`src/design/fpr_pkg.sv`:
```
package fpr_pkg;

    localparam int PHASE_W = 3;
    localparam int STATUS_W = 3;
    localparam int REG_IDX_W = 2;
    localparam int CFG_DATA_W = 16;

    localparam logic [PHASE_W-1:0] PH_START   = 3'd0;
    localparam logic [PHASE_W-1:0] PH_LEN_LO  = 3'd1;
    localparam logic [PHASE_W-1:0] PH_LEN_HI  = 3'd2;
    localparam logic [PHASE_W-1:0] PH_PAYLOAD = 3'd3;
    localparam logic [PHASE_W-1:0] PH_CHECK   = 3'd4;

    localparam logic [STATUS_W-1:0] ST_OK         = 3'd0;
    localparam logic [STATUS_W-1:0] ST_BAD_START  = 3'd1;
    localparam logic [STATUS_W-1:0] ST_TIMEOUT    = 3'd2;
    localparam logic [STATUS_W-1:0] ST_BAD_LENGTH = 3'd3;
    localparam logic [STATUS_W-1:0] ST_CHECKSUM   = 3'd4;

    localparam logic KIND_BYTE = 1'b0;
    localparam logic KIND_TICK = 1'b1;

    localparam logic RK_PAYLOAD = 1'b0;
    localparam logic RK_STATUS  = 1'b1;

    localparam logic [REG_IDX_W-1:0] REG_START_MARKER  = 2'd0;
    localparam logic [REG_IDX_W-1:0] REG_START_TIMEOUT = 2'd1;
    localparam logic [REG_IDX_W-1:0] REG_BYTE_TIMEOUT  = 2'd2;

    localparam logic [7:0]  RST_START_MARKER  = 8'hAA;
    localparam logic [15:0] RST_START_TIMEOUT = 16'd5000;
    localparam logic [15:0] RST_BYTE_TIMEOUT  = 16'd1000;

    typedef struct packed {
        logic [7:0]  start_marker;
        logic [15:0] start_timeout;
        logic [15:0] byte_timeout;
    } t_cfg;

    typedef struct packed {
        logic                result_kind;
        logic [6:0]          byte_index;
        logic [7:0]          payload_byte;
        logic [STATUS_W-1:0] status;
        logic [15:0]         frame_length;
    } t_result;

endpackage

```
`src/design/fpr_regs.sv`:
```
module fpr_regs (
    input  logic                          i_clk,
    input  logic                          i_rst_n,
    input  logic                          i_cfg_wr_en,
    input  logic [fpr_pkg::REG_IDX_W-1:0] i_cfg_index,
    input  logic [fpr_pkg::CFG_DATA_W-1:0] i_cfg_data,
    output fpr_pkg::t_cfg                 o_cfg
);
    import fpr_pkg::*;

    t_cfg r_cfg;
    t_cfg n_cfg;

    always_comb begin
        n_cfg = r_cfg;
        if (i_cfg_wr_en) begin
            unique case (i_cfg_index)
                REG_START_MARKER:  n_cfg.start_marker  = i_cfg_data[7:0];
                REG_START_TIMEOUT: n_cfg.start_timeout = i_cfg_data;
                REG_BYTE_TIMEOUT:  n_cfg.byte_timeout  = i_cfg_data;
                default:           n_cfg = r_cfg;
            endcase
        end
    end

    always_ff @(posedge i_clk) begin
        if (!i_rst_n) begin
            r_cfg.start_marker  <= RST_START_MARKER;
            r_cfg.start_timeout <= RST_START_TIMEOUT;
            r_cfg.byte_timeout  <= RST_BYTE_TIMEOUT;
        end else begin
            r_cfg <= n_cfg;
        end
    end

    assign o_cfg = r_cfg;

endmodule

```
`src/design/fpr_core.sv`:
```
module fpr_core #(
    parameter int MAX_PAYLOAD = 128
) (
    input  logic              i_clk,
    input  logic              i_rst_n,
    input  logic              i_accept,
    input  logic              i_kind,
    input  logic [7:0]        i_rx_byte,
    input  fpr_pkg::t_cfg     i_cfg,
    output logic              o_res_valid,
    output fpr_pkg::t_result  o_res
);
    import fpr_pkg::*;

    localparam int CNT_W = $clog2(MAX_PAYLOAD + 1);
    localparam logic [15:0] MAX_LEN = 16'(MAX_PAYLOAD);

    logic [PHASE_W-1:0] r_phase, n_phase;
    logic [15:0]        r_ticks, n_ticks;
    logic [15:0]        r_len, n_len;
    logic [CNT_W-1:0]   r_count, n_count;
    logic [7:0]         r_xor, n_xor;

    logic [15:0] count_ext;
    logic [15:0] count_inc;
    logic [15:0] len_full;
    logic        end_sess;
    logic [STATUS_W-1:0] end_status;
    logic        pay_out;

    assign count_ext = 16'(r_count);
    assign count_inc = count_ext + 16'd1;
    assign len_full  = {i_rx_byte, r_len[7:0]};

    always_comb begin
        n_phase    = r_phase;
        n_ticks    = r_ticks;
        n_len      = r_len;
        n_count    = r_count;
        n_xor      = r_xor;
        end_sess   = 1'b0;
        end_status = ST_OK;
        pay_out    = 1'b0;
        o_res      = '0;

        if (i_kind == KIND_TICK) begin
            if (r_ticks == 16'd0) begin
                end_sess   = 1'b1;
                end_status = ST_TIMEOUT;
            end else begin
                n_ticks = r_ticks - 16'd1;
            end
        end else begin
            case (r_phase)
                PH_LEN_LO: begin
                    n_len   = {8'd0, i_rx_byte};
                    n_ticks = i_cfg.byte_timeout;
                    n_phase = PH_LEN_HI;
                end
                PH_LEN_HI: begin
                    n_len = len_full;
                    if (len_full == 16'd0 || len_full > MAX_LEN) begin
                        end_sess   = 1'b1;
                        end_status = ST_BAD_LENGTH;
                    end else begin
                        n_ticks = i_cfg.byte_timeout;
                        n_count = '0;
                        n_xor   = 8'd0;
                        n_phase = PH_PAYLOAD;
                    end
                end
                PH_PAYLOAD: begin
                    pay_out = 1'b1;
                    n_xor   = r_xor ^ i_rx_byte;
                    n_count = CNT_W'(count_inc);
                    n_ticks = i_cfg.byte_timeout;
                    if (count_inc >= r_len) begin
                        n_phase = PH_CHECK;
                    end
                end
                PH_CHECK: begin
                    end_sess   = 1'b1;
                    end_status = (r_xor == i_rx_byte) ? ST_OK : ST_CHECKSUM;
                end
                default: begin
                    if (i_rx_byte != i_cfg.start_marker) begin
                        end_sess   = 1'b1;
                        end_status = ST_BAD_START;
                    end else begin
                        n_len   = 16'd0;
                        n_count = '0;
                        n_xor   = 8'd0;
                        n_ticks = i_cfg.byte_timeout;
                        n_phase = PH_LEN_LO;
                    end
                end
            endcase
        end

        if (end_sess) begin
            o_res.result_kind  = RK_STATUS;
            o_res.status       = end_status;
            o_res.frame_length = n_len;
            n_phase = PH_START;
            n_ticks = i_cfg.start_timeout;
            n_len   = 16'd0;
            n_count = '0;
            n_xor   = 8'd0;
        end else if (pay_out) begin
            o_res.result_kind  = RK_PAYLOAD;
            o_res.byte_index   = count_ext[6:0];
            o_res.payload_byte = i_rx_byte;
        end
    end

    assign o_res_valid = end_sess | pay_out;

    always_ff @(posedge i_clk) begin
        if (!i_rst_n) begin
            r_phase <= PH_START;
            r_ticks <= RST_START_TIMEOUT;
            r_len   <= 16'd0;
            r_count <= '0;
            r_xor   <= 8'd0;
        end else if (i_accept) begin
            r_phase <= n_phase;
            r_ticks <= n_ticks;
            r_len   <= n_len;
            r_count <= n_count;
            r_xor   <= n_xor;
        end
    end

endmodule

```
`src/design/fpr_skid.sv`:
```
module fpr_skid (
    input  logic             i_clk,
    input  logic             i_rst_n,
    input  logic             i_push,
    input  fpr_pkg::t_result i_data,
    output logic             o_can_accept,
    output logic             o_valid,
    input  logic             i_ready,
    output fpr_pkg::t_result o_data
);
    import fpr_pkg::*;

    logic    r_out_valid, n_out_valid;
    logic    r_skid_valid, n_skid_valid;
    t_result r_out, n_out;
    t_result r_skid, n_skid;

    always_comb begin
        n_out_valid  = r_out_valid;
        n_skid_valid = r_skid_valid;
        n_out        = r_out;
        n_skid       = r_skid;
        if (!r_out_valid || i_ready) begin
            if (r_skid_valid) begin
                n_out        = r_skid;
                n_out_valid  = 1'b1;
                n_skid_valid = 1'b0;
            end else if (i_push) begin
                n_out       = i_data;
                n_out_valid = 1'b1;
            end else begin
                n_out_valid = 1'b0;
            end
        end else if (i_push) begin
            n_skid       = i_data;
            n_skid_valid = 1'b1;
        end
    end

    always_ff @(posedge i_clk) begin
        if (!i_rst_n) begin
            r_out_valid  <= 1'b0;
            r_skid_valid <= 1'b0;
        end else begin
            r_out_valid  <= n_out_valid;
            r_skid_valid <= n_skid_valid;
        end
    end

    always_ff @(posedge i_clk) begin
        r_out  <= n_out;
        r_skid <= n_skid;
    end

    assign o_can_accept = ~r_skid_valid;
    assign o_valid      = r_out_valid;
    assign o_data       = r_out;

endmodule

```
`src/design/framed_payload_receiver_top.sv`:
```
// Results are registered: each goes to the output register, or to the skid register while that one is held.
// Throughput: one input transaction per cycle while o_ready is high; the frame state updates in a single pass.
// A two-entry output buffer keeps input flowing while one result waits downstream.
// Reset (synchronous, active low) restores the register defaults, clears the frame
// state, empties the output buffer and arms the start-byte timeout.
module framed_payload_receiver_top #(
    parameter int MAX_PAYLOAD = 128
) (
    input  logic                           i_clk,
    input  logic                           i_rst_n,
    input  logic                           i_cfg_wr_en,
    input  logic [fpr_pkg::REG_IDX_W-1:0]  i_cfg_index,
    input  logic [fpr_pkg::CFG_DATA_W-1:0] i_cfg_data,
    input  logic                           i_valid,
    output logic                           o_ready,
    input  logic                           i_kind,
    input  logic [7:0]                     i_rx_byte,
    output logic                           o_valid,
    input  logic                           i_ready,
    output logic                           o_result_kind,
    output logic [6:0]                     o_byte_index,
    output logic [7:0]                     o_payload_byte,
    output logic [fpr_pkg::STATUS_W-1:0]   o_status,
    output logic [15:0]                    o_frame_length
);
    import fpr_pkg::*;

    t_cfg    cfg;
    t_result core_res;
    t_result out_res;
    logic    core_res_valid;
    logic    accept;

    assign accept = i_valid & o_ready;

    fpr_regs u_regs (
        .i_clk       (i_clk),
        .i_rst_n     (i_rst_n),
        .i_cfg_wr_en (i_cfg_wr_en),
        .i_cfg_index (i_cfg_index),
        .i_cfg_data  (i_cfg_data),
        .o_cfg       (cfg)
    );

    fpr_core #(
        .MAX_PAYLOAD (MAX_PAYLOAD)
    ) u_core (
        .i_clk       (i_clk),
        .i_rst_n     (i_rst_n),
        .i_accept    (accept),
        .i_kind      (i_kind),
        .i_rx_byte   (i_rx_byte),
        .i_cfg       (cfg),
        .o_res_valid (core_res_valid),
        .o_res       (core_res)
    );

    fpr_skid u_skid (
        .i_clk        (i_clk),
        .i_rst_n      (i_rst_n),
        .i_push       (accept & core_res_valid),
        .i_data       (core_res),
        .o_can_accept (o_ready),
        .o_valid      (o_valid),
        .i_ready      (i_ready),
        .o_data       (out_res)
    );

    assign o_result_kind  = out_res.result_kind;
    assign o_byte_index   = out_res.byte_index;
    assign o_payload_byte = out_res.payload_byte;
    assign o_status       = out_res.status;
    assign o_frame_length = out_res.frame_length;

endmodule
```
`config.mk`:
```
export PLATFORM = sky130hd
export DESIGN_NAME = framed_payload_receiver_top
export DESIGN_NICKNAME = d
export VERILOG_FILES = /design/src/design/fpr_pkg.sv /design/src/design/fpr_regs.sv /design/src/design/fpr_core.sv /design/src/design/fpr_skid.sv /design/src/design/framed_payload_receiver_top.sv
export SDC_FILE = /design/constraint.sdc
export NUM_CORES = 1
export LEC_CHECK = 0
export ABC_AREA = 1
export BUFFER_PORTS_ARGS = -buffer_cell sky130_fd_sc_hd__buf_4
export CORE_MARGIN = 2
export CORE_UTILIZATION = 50
export DETAILED_ROUTE_END_ITERATION = 6
export PLACE_DENSITY_LB_ADDON = 0.2
export SETUP_SLACK_MARGIN = 0.1
export SKIP_CTS_REPAIR_TIMING = 1
export SYNTH_ARGS = -nofsm -noshare
export SYNTH_HDL_FRONTEND = slang
export SYNTH_SLANG_ARGS = --single-unit
```
`constraint.sdc`:
```
create_clock -name i_clk -period 6.8 [get_ports i_clk]
set_input_delay 0.34 -clock i_clk [delete_from_list [all_inputs] [get_ports i_clk]]
set_output_delay 0.34 -clock i_clk [all_outputs]
set_load 0.1 [all_outputs]
```
==> results of run 1 <==
[Yosys cell counts (2+ instances only)]
cell type / count
sky130_fd_sc_hd__nand2_2: 3
sky130_fd_sc_hd__inv_2: 10
sky130_fd_sc_hd__a21oi_1: 62
sky130_fd_sc_hd__o211ai_1: 7
sky130_fd_sc_hd__o21ai_1: 8
sky130_fd_sc_hd__nor2_2: 3
sky130_fd_sc_hd__nor3_1: 4
sky130_fd_sc_hd__clkinv_1: 3
sky130_fd_sc_hd__dfxtp_1: 93
sky130_fd_sc_hd__nand2_1: 304
sky130_fd_sc_hd__nor2_4: 4
sky130_fd_sc_hd__inv_1: 100
sky130_fd_sc_hd__edfxtp_1: 70
sky130_fd_sc_hd__nor4_1: 3
sky130_fd_sc_hd__nand3_4: 2
sky130_fd_sc_hd__nand2_4: 4
sky130_fd_sc_hd__nand4_1: 9
sky130_fd_sc_hd__o22ai_1: 2
sky130_fd_sc_hd__nand3_1: 71
sky130_fd_sc_hd__nor2_1: 146
sky130_fd_sc_hd__xor2_1: 16
sky130_fd_sc_hd__buf_2: 5
sky130_fd_sc_hd__nand3b_1: 8
sky130_fd_sc_hd__ha_1: 11
sky130_fd_sc_hd__xnor2_1: 8
sky130_fd_sc_hd__buf_1: 3
sky130_fd_sc_hd__clkbuf_1: 30
sky130_fd_sc_hd__buf_4: 8
sky130_fd_sc_hd__o21ai_0: 63
[power groups by stage]
stage | clock network [mW] | logic [mW] | registers, mW
6_report | 0.991 | 0.363 | 1.09
5_1_grt | 1.04 | 0.398 | 1.09
4_1_cts | 0.998 | 0.364 | 1.09
3_5_place_dp | 0 | 0.363 | 1.11
3_3_place_gp | 0 | 0.359 | 1.11
2_1_floorplan | 0 | 0.187 | 1.20
[sequential cells by signal, summed over array words and instances, names as in the netlist]
signal               flops
u_core.r_phase           3
u_core.r_xor             8
u_core.r_len            16
u_skid.r_skid           35
u_core.r_ticks          16
u_skid.r_skid_valid      1
u_regs.o_cfg            40
u_core.r_count           8
u_skid.o_valid           1
u_skid.o_data           35
[area by class of cell]
type,instances,share of cell area
timing repair buffer,74,0.0592
multi-input combinational,748,0.379
clock buffer,17,0.0454
sequential,163,0.423
tap,216,0.0288
clock inverter,15,0.0195
inverter,113,0.0452
[worst register-to-register path: cells and delay by family (launching register included)]
family	cells	cell delay [ns]
buffers and inverters	3	1.38
AOI/OAI and AO/OA	2	1.26
DFF	1	0.31
and+or+nand+nor	1	0.11
[per-layer routing]
layer | wire length (um) | vias up | GRT usage
met3 | 1000 | 35 | 0.0397
met1 | 8700 | 3128 | 0.292
met5 | 0 | - | 0
met2 | 8790 | 204 | 0.364
met4 | 357 | 0 | 0.0827
li1 | - | 3539 | -
[kinds of logic (layout without fill, tap and decap cells)]
logic type,after synthesis,in the layout,share of synthesized area
adders and majority gates,11,11,0.0169
and+or+nand+nor,566,566,0.298
DFF,163,163,0.486
AOI/OAI and AO/OA,146,146,0.0932
buffers and inverters,160,219,0.0791
muxes,1,1,0.00123
xor gates and xnor gates,24,24,0.0258
[worst min-delay path by stage]
stage / endpoint / slack, ns
floorplan: u_regs.o_cfg[9] / 0.42
global placement: u_regs.o_cfg[4] / 0.44
detailed placement: u_regs.o_cfg[3] / 0.44
CTS: u_regs.o_cfg[9] / 0.12
global route: u_regs.o_cfg[37] / 0.13
finish: u_regs.o_cfg[9] / 0.12
==> out/results.txt, run 1 <==
For this design the ratio of total power to cell area is 260 nW/um2. The share of synthesized flip-flops with an asynchronous set or reset is 0. The run gives 3.28 ns as the worst-case setup slack after placement. The total internal power was 1.74 mW. Grouping stages by cell kind, the critical path spends the most delay in buffers and inverters. The flow ran to the end, and the final reports show no timing, DRC or antenna violations. Fill cells in the final layout number 1473. The tools report the highest clock rate as 289 MHz. The most critical setup path has its endpoint at u_skid.o_data[13].

The most numerous cell type found on the critical path is sky130_fd_sc_hd__inv_1. The library cell used most frequently in the layout, excluding fill and tap cells, is sky130_fd_sc_hd__nand2_1. The biggest cell delay along the critical path is 0.92 ns.

The total of buffers placed on input and output ports came out at 68. The logs give 1346 for the number of non-filler instances in the completed layout and 162 uV for the peak supply drop. The fraction of power spent switching nets was 0.289.

The tools report the effective utilization at floorplan as 0.513. On the final layout, the worst clock skew is 0.00983 ns. The worst path meets setup with 3.34 ns of slack. The share of synthesized area occupied by flip-flops and latches was 0.486; the largest net degree at the start of global routing was 54. The total grt overflow is 0, and the area taken by flip-flops and latches is 3960 um2. The synthesized design contains 70 enable-type register cells. In this run the vertical extent of the chip is 132 um. The primary flip-flop cell chosen by synthesis mapping was sky130_fd_sc_hd__dfxtp_1. The post-detailed-route count of antenna-violating nets was 0; the insertion delay to the later sink of the worst-skew pair was 0.44 ns.

For the routability congestion estimate, the log shows 0.937. The number of stages on the worst hold path is 3, and the final period utilization is 0.509. The antenna diode count was 0; the number of maximum-capacitance constraint violations was 0. The number of sinks handled by clock tree synthesis came out at 163. The floorplan step defined a core boundary enclosing 15900 um2.

Counting flops and latches in the post-synthesis netlist gives 163. The worst hold path begins at i_cfg_data[9]. The worst setup path is launched from a register. The tools report the number of primary I/O pins as 69. The worst-case clock buffer depth was 2. The library cell with the largest summed area after synthesis is sky130_fd_sc_hd__edfxtp_1.

Adding up every negative setup slack in the final design gives 0 ns. For the count of mapped cells out of synthesis, the log shows 1071. The share of Yosys cell area claimed by the top area cell type is 0.258, and the sequential power share is 0.445. The net count of the finished layout is 1160. The number of nets produced by synthesis was 1114. After routing the design area is 9380 um2.

The tools report the reg-to-reg endpoint as u_skid.o_data[13]. Die footprint: 17300 um2. The number of buffers and inverters on the critical path is 3. The routed design has 18900 um of wire. The data required time at the worst endpoint is 6.85 ns, and the final count of hold timing violations is 0.

Relative slew slack: 0.278. The core occupancy in the finished layout is 0.591, and the placement row count is 46. The average cell area after synthesis is 7.61 um2, and the cell count along the critical path is 6. The tools report the timing startpoint of the critical path as u_skid.r_skid_valid. Relative contribution of the clock network to total power: 0.406. The worst hold path belongs to the class in2reg. Yosys attributes the largest share of cell area to sky130_fd_sc_hd__edfxtp_1 (26%), sky130_fd_sc_hd__dfxtp_1 (23%), sky130_fd_sc_hd__nand2_1 (14%), sky130_fd_sc_hd__nor2_1 (6.7%), sky130_fd_sc_hd__inv_1 (4.6%).

The worst register-to-register path has a depth of 6. Detailed placement finished with a half-perimeter wire length of 13200 um. The slowest stage cell on the critical path was sky130_fd_sc_hd__a21oi_4.

The via count of the first global-routing pass came out at 6399. In this run the register-to-register setup slack is 3.34 ns. TritonCTS built the clock tree. By startpoint and endpoint, the worst setup path is classified as reg2reg.

Including well taps, the total number of placed cells is 1314. The relative area change from synthesis to final layout works out to 15.1%. Along the worst path, the maximum fanout reaches 35. After synthesis, the netlist uses 40 different library cells. The tools report the master cell of the clock root buffer as sky130_fd_sc_hd__clkbuf_16. The critical path goes through inv_1 -> nand2_1 -> buf_4 -> inv_1 -> o21ai_1 -> a21oi_4.

Summed over all cells, the static leakage comes to 4.08 nW. The first detailed-routing pass took 7 iterations. The average detailed-routed wire length per instance came out at 14.0 um.

The run gives 0 as the setup-violating endpoint count in the final report. Setup repair after global routing left no endpoint under its margin. The endpoint kind of the worst setup timing path was a register.

The number of antenna violations at the first check in global routing is 0. Detailed routing inserted a total of 6906 vias. The slew at the pin closest to its max-slew limit was 1.08 ns. The fraction of layout instances using a drive strength above 1 is 0.120, and the cell area after technology mapping is 8150 um2.

Via density per instance: 5.13. The global-route wire length before repair is 31000 um. The library cells used most frequently in the layout, excluding fill and tap cells, are sky130_fd_sc_hd__nand2_1 (304), sky130_fd_sc_hd__nor2_1 (146), sky130_fd_sc_hd__inv_1 (100). The multi-input logic area is 3560 um2.

The number of buffers inserted during clock tree synthesis is 17, and the die extent in x is 132 um. Summing all placed instances gives a cell area of 8770 um2. For this run, design rule violations remaining after detail routing come to 0.

The detailed router finished its first iteration with 482 violations. The Yosys step of the flow raised 0 warnings. The combinational fraction of design power came out at 0.149. The H-tree generated during clock tree synthesis spans 4 levels. On the final layout, the worst hold slack is 0.125 ns.

The analysis attributes to net switching a power of 0.705 mW. Power comes to 2.44 mW. The tools report the data arrival time of the critical path as 3.51 ns.

The launching point of the worst reg2reg path was u_skid.r_skid_valid. The routed design could run at a clock period as short as 3.46 ns. Clock-pin slew was measured on the worst setup and hold paths at 0.06 ns. The number of max-slew violations in the final report was 0. The run gives 0.221 as the global-route usage over all layers.
Note: power is estimated with default switching activity, not from simulation.
==> run 2, diff against run 1 <==
clock period = 3.6 ns   (was 6.8 ns; I/O delays follow)
==> run 2 against run 1 <==
  * Critical endpoint is now u_skid.r_skid[13]
  * Worst hold slack worse by 0.14 ns
  * Largest power group unchanged
  * Die area unchanged
  * Global-route usage up 0.59 points
  * Combinational power up 94%
  * The run now ends with negative hold slack left
  * Largest cell class unchanged
  * Highest routed layer unchanged
==> out/results.txt, run 2 (same netlist as run 1, synthesis figures left out) <==
The flow ran to the end, but the final reports show violations. Setup repair after global routing left no endpoint under its margin. Clock skew on the completed layout was measured at 0.0107 ns.

The core occupancy in the finished layout is 0.597, and the global-route usage over all layers is 0.227. The die covers 17300 um2. Timing would allow up to 333 MHz. For the slack of the critical path, the log shows 0.599 ns. The maximum level of the CTS H-tree is 4. The tools report the relative slew slack as 0.297. The tools report the number of antenna violations at the first check in global routing as 0. For the worst flop-to-flop path, the logic depth is 13.

The average detailed-routed wire length per instance was 13.9 um. The area taken by flip-flops and latches is 3960 um2, and the final period utilization is 0.834. The tools report the number of primary I/O pins as 69. The kind of critical path is reg2reg.

Across the VDD grid, the largest voltage drop is 298 uV. Walking the worst path, the cells encountered are inv_1 -> ha_1 -> nand3_2 -> inv_2 -> nand2_2 -> nor2_4 -> nand2_2 -> nor2_4 -> nand2_4 -> nand2_8 -> o21ai_1 -> nor3_4 -> buf_4. The path class of the tightest hold or removal check is in2reg. The placement row count was 46. The first detailed-routing pass ran for 6 iterations. No sink is reached through more buffers than the 2 on the longest clock path. The tree built by TritonCTS fans out to 163 sinks. In this run the worst setup path terminates at u_skid.r_skid[13]. STA classifies the critical path startpoint as a register. The via density per instance is 5.12, and the area of all placed cells without fillers is 9480 um2.

Summing all multi-input logic gate instances after layout gives 3560 um2. Overall routed net length: 18900 um. The floorplan step defined a core boundary enclosing 15900 um2. The launching point of the worst reg2reg path is u_core.r_ticks[0].

Buffers inserted during clock tree synthesis total 17. The tools report the reg-to-reg endpoint as u_skid.r_skid[13]. After the last flow step, the layout net total stands at 1173.

The tools report the total placed cells including tap cells as 1318. The setup-violating endpoint count in the final report came out at 0. In this run the worst path has a maximum fanout of 43. The run gives 13000 um as the total half-perimeter wirelength after legalization and detailed placement.

TritonCTS built the clock tree. Final count of hold timing violations: 6. Data arrives at the worst endpoint at 3.08 ns. The total number of vias is 6954, and the minimum period implied by the final worst setup slack is 3.00 ns. The final reports fail on negative hold slack. In this run the register-to-register setup slack is 0.60 ns.

The kind of cell with the highest combined delay along the critical path is simple AND/OR/NAND/NOR gates. The logs give 0.609 ns for the worst-case setup slack after placement and 0 ns for the total negative setup slack. For the worst setup path, the data required time is 3.68 ns. The total DRC errors in the routed layout is 0.

Port buffering added 68 buffers. The routability congestion estimate is 0.921. For this run, the slowest stage of the critical path takes 0.41 ns. Compared with the post-synthesis result, the final layout area differs by 16.3%. The via count of the first global-routing pass came out at 6509. The register with the most flip-flops in the layout has 40 of them. The clock-pin transition on the worst setup and hold timing paths is 0.07 ns, and the post-detailed-route count of antenna-violating nets is 0. Counting buffers and inverters, the worst setup path is 13 cells deep. The die is 132 um wide. The tools report the insertion delay to the later sink of the worst-skew pair as 0.43 ns. Master cell of the clock root buffer: sky130_fd_sc_hd__clkbuf_16. At the pin with the least slew margin, the transition time is 1.05 ns. Max-cap violations in this run came to 0.

Counting the fill cells in the layout gives 1506. The antenna diode count was 0. Entering global routing, the biggest net connects 54 pins. The analysis attributes to cell leakage a power of 4.14 nW. The die is 132 um tall.

Excluding fillers, the count of instances in the completed layout stands at 1359. Fraction of layout instances using a drive strength above 1: 0.122. The buffer and inverter count on the worst path came out at 3. Leaving out fill and tap cells, the most frequent cells in the layout are sky130_fd_sc_hd__nand2_1 (304), sky130_fd_sc_hd__nor2_1 (146), sky130_fd_sc_hd__inv_1 (100). The power density normalized to cell area works out to 480 nW/um2.

The hold slack is -0.0199 ns. The number of max-slew violations in the final report is 0, and the global-route wire length before repair is 31900 um. The total grt overflow was 0; the effective utilization at floorplan was 0.513. The library cell used most frequently in the layout, excluding fill and tap cells, is sky130_fd_sc_hd__nand2_1.

STA classifies the critical path endpoint as a register. For the count of routing violations after the opening detailed-route iteration, the log shows 480. In this run the cell area measured after placement is 8810 um2. On the critical path, the stage with the largest delay is an instance of sky130_fd_sc_hd__buf_4.

The tools report the timing startpoint of the critical path as u_core.r_ticks[0].
## run 2: cell count changes in the layout (fill, tap and decap cells not counted), moves of 2 or more
cell	change
sky130_fd_sc_hd__buf_4	+4
sky130_fd_sc_hd__clkinvlp_4	-2
sky130_fd_sc_hd__dlygate4sd3_1	+9
sky130_fd_sc_hd__inv_6	+2
## run 2: report_power, final
part | switching, mW | internal, mW | leakage (nW) | total (mW)
logic | 0.518 | 0.187 | 2.45 | 0.705
clock network | 0.766 | 1.03 | 0.277 | 1.79
registers | 0.0435 | 2.01 | 1.41 | 2.05
total | 1.33 | 3.22 | 4.14 | 4.55
## run 2: final cells by class
cell class,instances,area share
Sequential cell,163,0.418
Multi-Input combinational cell,748,0.376
Timing Repair Buffer,87,0.0713
Clock buffer,17,0.0449
Inverter,113,0.0447
Tap cell,216,0.0285
Clock inverter,15,0.0165
## run 2: worst min path at each step
| stage | startpoint | end | depth (start not counted) |
|---|---|---|---|
| 2_1_floorplan | i_cfg_data[1] | u_regs.o_cfg[33] | 2 |
| 3_3_place_gp | i_cfg_data[9] | u_regs.o_cfg[9] | 3 |
| 3_5_place_dp | i_cfg_data[9] | u_regs.o_cfg[9] | 3 |
| 4_1_cts | i_cfg_data[9] | u_regs.o_cfg[9] | 3 |
| 5_1_grt | i_cfg_data[10] | u_regs.o_cfg[10] | 3 |
| 6_report | i_cfg_data[10] | u_regs.o_cfg[10] | 3 |
## run 2: layer usage
metal  track usage  share of wire  wire, um  vias up
met5             0              0         0        -
met2         0.367           0.48      9010      194
met1         0.309           0.45      8510     3175
met4        0.0658          0.013       239        0
li1              -              -         -     3566
met3        0.0463          0.060      1140       19
## run 2: worst reg2reg max path, cell delays in order (launching register included)
cell and delay (ns):
sky130_fd_sc_hd__dfxtp_1 0.31, sky130_fd_sc_hd__inv_1 0.12, sky130_fd_sc_hd__ha_1 0.25, sky130_fd_sc_hd__nand3_2 0.12
sky130_fd_sc_hd__inv_2 0.08, sky130_fd_sc_hd__nand2_2 0.08, sky130_fd_sc_hd__nor2_4 0.11, sky130_fd_sc_hd__nand2_2 0.08
sky130_fd_sc_hd__nor2_4 0.12, sky130_fd_sc_hd__nand2_4 0.18, sky130_fd_sc_hd__nand2_8 0.33, sky130_fd_sc_hd__o21ai_1 0.25
sky130_fd_sc_hd__nor3_4 0.19, sky130_fd_sc_hd__buf_4 0.41
## run 2: metrics by stage
stage,hold slack [ns],power (mW)
finish,-0.0199,4.55
global route,0.00688,4.72
CTS,-0.0406,4.56
detailed placement,0.407,2.78
global placement,0.405,2.77
floorplan,0.293,2.61
==> run 3, diff against run 2 <==
clock period = 3 ns   (was 3.6 ns; I/O delays follow)
==> run 3 against run 2 <==
  * The flow still finishes with violations (negative hold slack)
  * Combinational power increased by 23%
  * Wire length increased by 2.3%
  * Worst hold slack lost 0.012 ns
  * Register-to-register slack worse by 0.22 ns
  * First-iteration DRC count increased by 22%
  * Fmax up 14%
  * Sequential share of layout area is 0.45 points lower
  * Setup slack worse by 0.22 ns
  * Via count up 1.5%
  * Critical endpoint is now u_core.r_phase[2]
  * Largest cell class unchanged
  * Highest routed layer unchanged
==> out/results.txt, run 3 (same netlist as run 1, synthesis figures left out) <==
The run finished, with violations left. The checks that failed: negative hold slack. For the worst-skew pair, the clock arrives at the later sink with an insertion delay of 0.43 ns.

After routing, the total negative slack on setup checks comes to 0 ns. The static leakage power was 4.20 nW; the relative area change from synthesis to final layout was 17.6%. TritonCTS built the clock tree. The first routing iteration left 587 violations. Data arrives at the worst endpoint at 2.94 ns. In this run, CTS created clock tree buffers numbering 17. The number of search-and-repair iterations in the first detailed-routing pass came out at 5. The worst-case IR drop observed on VDD is 394 uV. Total half-perimeter wirelength after legalization and detailed placement: 13200 um. The relative slew slack came out at 0.624.

The kind of critical path was reg2reg. The cell type group with the largest total delay on the critical path is simple AND/OR/NAND/NOR gates. The global-route usage over all layers came out at 0.223.

The floorplan has 46 rows. On the final layout, the worst clock skew is 0.00706 ns. For the final count of hold timing violations, the log shows 1.

The worst setup path is launched from a register. The number of antenna diodes in the final layout is 0. The total number of vias is 7057.

The tools report the via count of the first global-routing pass as 6426. STA puts the critical path data required time at 3.32 ns. The tools report the slack of the critical path as 0.378 ns.

The overall routed net length was 19300 um; the core area was 15900 um2. For the global-route wire length before repair, the log shows 31500 um. The most common cell after layout, fill and taps aside is sky130_fd_sc_hd__nand2_1. The buffer and inverter count on the worst path works out to 1. In this run the worst hold path is classified as in2reg.

The maximum level of the CTS H-tree is 4. The total grt overflow is 0, and the number of primary I/O pins is 69. The die footprint was 17300 um2.

In the layout the commonest cells are sky130_fd_sc_hd__nand2_1 (304), sky130_fd_sc_hd__nor2_1 (146), sky130_fd_sc_hd__inv_1 (100). For the number of nets in the finished design, the log shows 1184. Slowest stage cell on the critical path: sky130_fd_sc_hd__dfxtp_1. The effective utilization at floorplan is 0.513, and the total DRC errors in the routed layout is 0. The setup-violating endpoint count in the final report was 0; the maximum fanout encountered on the critical timing path was 5.

The tools report the largest net degree at the start of global routing as 53. The slew at the pin closest to its max-slew limit is 0.561 ns. The number of maximum-capacitance constraint violations is 0, and the clock-pin transition on the worst setup and hold timing paths is 0.06 ns.

Biggest cell delay along the critical path: 0.41 ns. For the post-detailed-route count of antenna-violating nets, the log shows 0. The signal on the critical path passes through inv_1 -> nor3_2 -> nand4_1 -> nor2_1 -> nand2_1 -> and2_1 -> ha_1 -> a21o_1 -> nor2_1 -> nand2_1 -> nand2_1 -> nand4_1 -> nand2_1 -> nand3_1 -> nand2_2 -> nand2_1 -> nand2_1 -> nor2_1. The clock passes through at most 2 buffers. Number of flip-flops under the largest register name: 40. Most common cell type on the critical path: sky130_fd_sc_hd__nand2_1. The clock period could shrink to 2.62 ns. From left edge to right edge, the die measures 132 um. Timing analysis after detailed placement gives a worst setup slack of 0.278 ns. Timing would allow up to 381 MHz.

The fraction of layout instances using a drive strength above 1 is 0.127, and the power density normalized to cell area is 560 nW/um2. The logs give -0.0314 ns for the hold slack and 0 for the number of max-slew violations in the final report. Measured along the y axis, the die boundary spans 132 um. The final period utilization works out to 0.874. Using the TritonRoute via totals, the vias-per-cell ratio works out to 5.15. The run gives 163 as the number of sinks handled by clock tree synthesis.

Setup repair after global routing left no endpoint under its margin. The run gives 0 as the number of antenna violations at the first check in global routing. The endpoint kind of the worst setup timing path is a register.

Master cell of the clock root buffer: sky130_fd_sc_hd__clkbuf_16. Input and output buffers added on the ports amount to 68. The congestion estimate from routability-driven global placement came to 0.912.

Average detailed-routed wire length per instance: 14.1 um.
[run 3: cell count changes in the layout (fill, tap and decap cells not counted), moves of 2 or more]
cell	previous run	this run
sky130_fd_sc_hd__buf_4	78	81
sky130_fd_sc_hd__clkbuf_16	17	19
sky130_fd_sc_hd__clkinv_1	6	3
sky130_fd_sc_hd__clkinv_2	0	4
sky130_fd_sc_hd__bufinv_16	2	0
sky130_fd_sc_hd__dlygate4sd3_1	9	15
sky130_fd_sc_hd__buf_12	0	2
sky130_fd_sc_hd__clkbuf_1	0	2
sky130_fd_sc_hd__clkinv_4	4	1
sky130_fd_sc_hd__inv_6	4	0
sky130_fd_sc_hd__clkbuf_2	0	2
[run 3: where the power goes]
| part | internal, mW | leakage [nW] | switching [mW] | total, mW |
|---|---|---|---|---|
| sequential | 2.41 | 1.41 | 0.0520 | 2.46 |
| combinational | 0.237 | 2.51 | 0.628 | 0.866 |
| clock | 1.18 | 0.277 | 0.859 | 2.04 |
[run 3: final timing paths]
check	to	depth (start not counted)	from	slack, ns
max	u_core.r_phase[2]	18	u_core.r_count[0]	0.38
min reg2reg	u_regs.o_cfg[4]	2	u_regs.o_cfg[4]	0.46
min	u_regs.o_cfg[20]	3	i_cfg_data[4]	-0.03
max reg2reg	u_core.r_phase[2]	18	u_core.r_count[0]	0.38
[run 3: layer usage]
metal,vias to the layer above,track usage,wire (um)
met4,0,0.0918,426
met5,-,0,0
met2,213,0.357,8970
met1,3232,0.302,9020
met3,33,0.0363,922
li1,3579,-,-
[run 3: worst register-to-register path, cell delays in order (launching register included)]
cell,delay (ns)
sky130_fd_sc_hd__dfxtp_1,0.41
sky130_fd_sc_hd__inv_1,0.10
sky130_fd_sc_hd__nor3_2,0.25
sky130_fd_sc_hd__nand4_1,0.18
sky130_fd_sc_hd__nor2_1,0.13
sky130_fd_sc_hd__nand2_1,0.08
sky130_fd_sc_hd__and2_1,0.16
sky130_fd_sc_hd__ha_1,0.29
sky130_fd_sc_hd__a21o_1,0.16
sky130_fd_sc_hd__nor2_1,0.10
sky130_fd_sc_hd__nand2_1,0.06
sky130_fd_sc_hd__nand2_1,0.05
sky130_fd_sc_hd__nand4_1,0.08
sky130_fd_sc_hd__nand2_1,0.09
sky130_fd_sc_hd__nand3_1,0.12
sky130_fd_sc_hd__nand2_2,0.12
sky130_fd_sc_hd__nand2_1,0.06
sky130_fd_sc_hd__nand2_1,0.05
sky130_fd_sc_hd__nor2_1,0.04
[run 3: metrics by stage]
stage | total power [mW] | area (um2) | utilization | cells | hold slack (ns)
3_3_place_gp | 3.34 | 8870 | 0.558 | 1323 | 0.376
3_5_place_dp | 3.35 | 8870 | 0.558 | 1323 | 0.378
2_1_floorplan | 3.14 | 8170 | - | 1071 | 0.263
4_1_cts | 5.38 | 9430 | 0.593 | 1355 | -0.0596
5_1_grt | 5.57 | 9580 | 0.603 | 1370 | 0.00908
6_report | 5.37 | 9580 | 0.603 | 1370 | -0.0314
[run 3: area by class of cell]
cell class / count / area, um2
Fill cell: 1464 / 6300
Timing Repair Buffer: 98 / 798
Inverter: 113 / 424
Tap cell: 216 / 270
Sequential cell: 163 / 3960
Multi-Input combinational cell: 748 / 3570
Clock buffer: 24 / 507
Clock inverter: 8 / 50.0
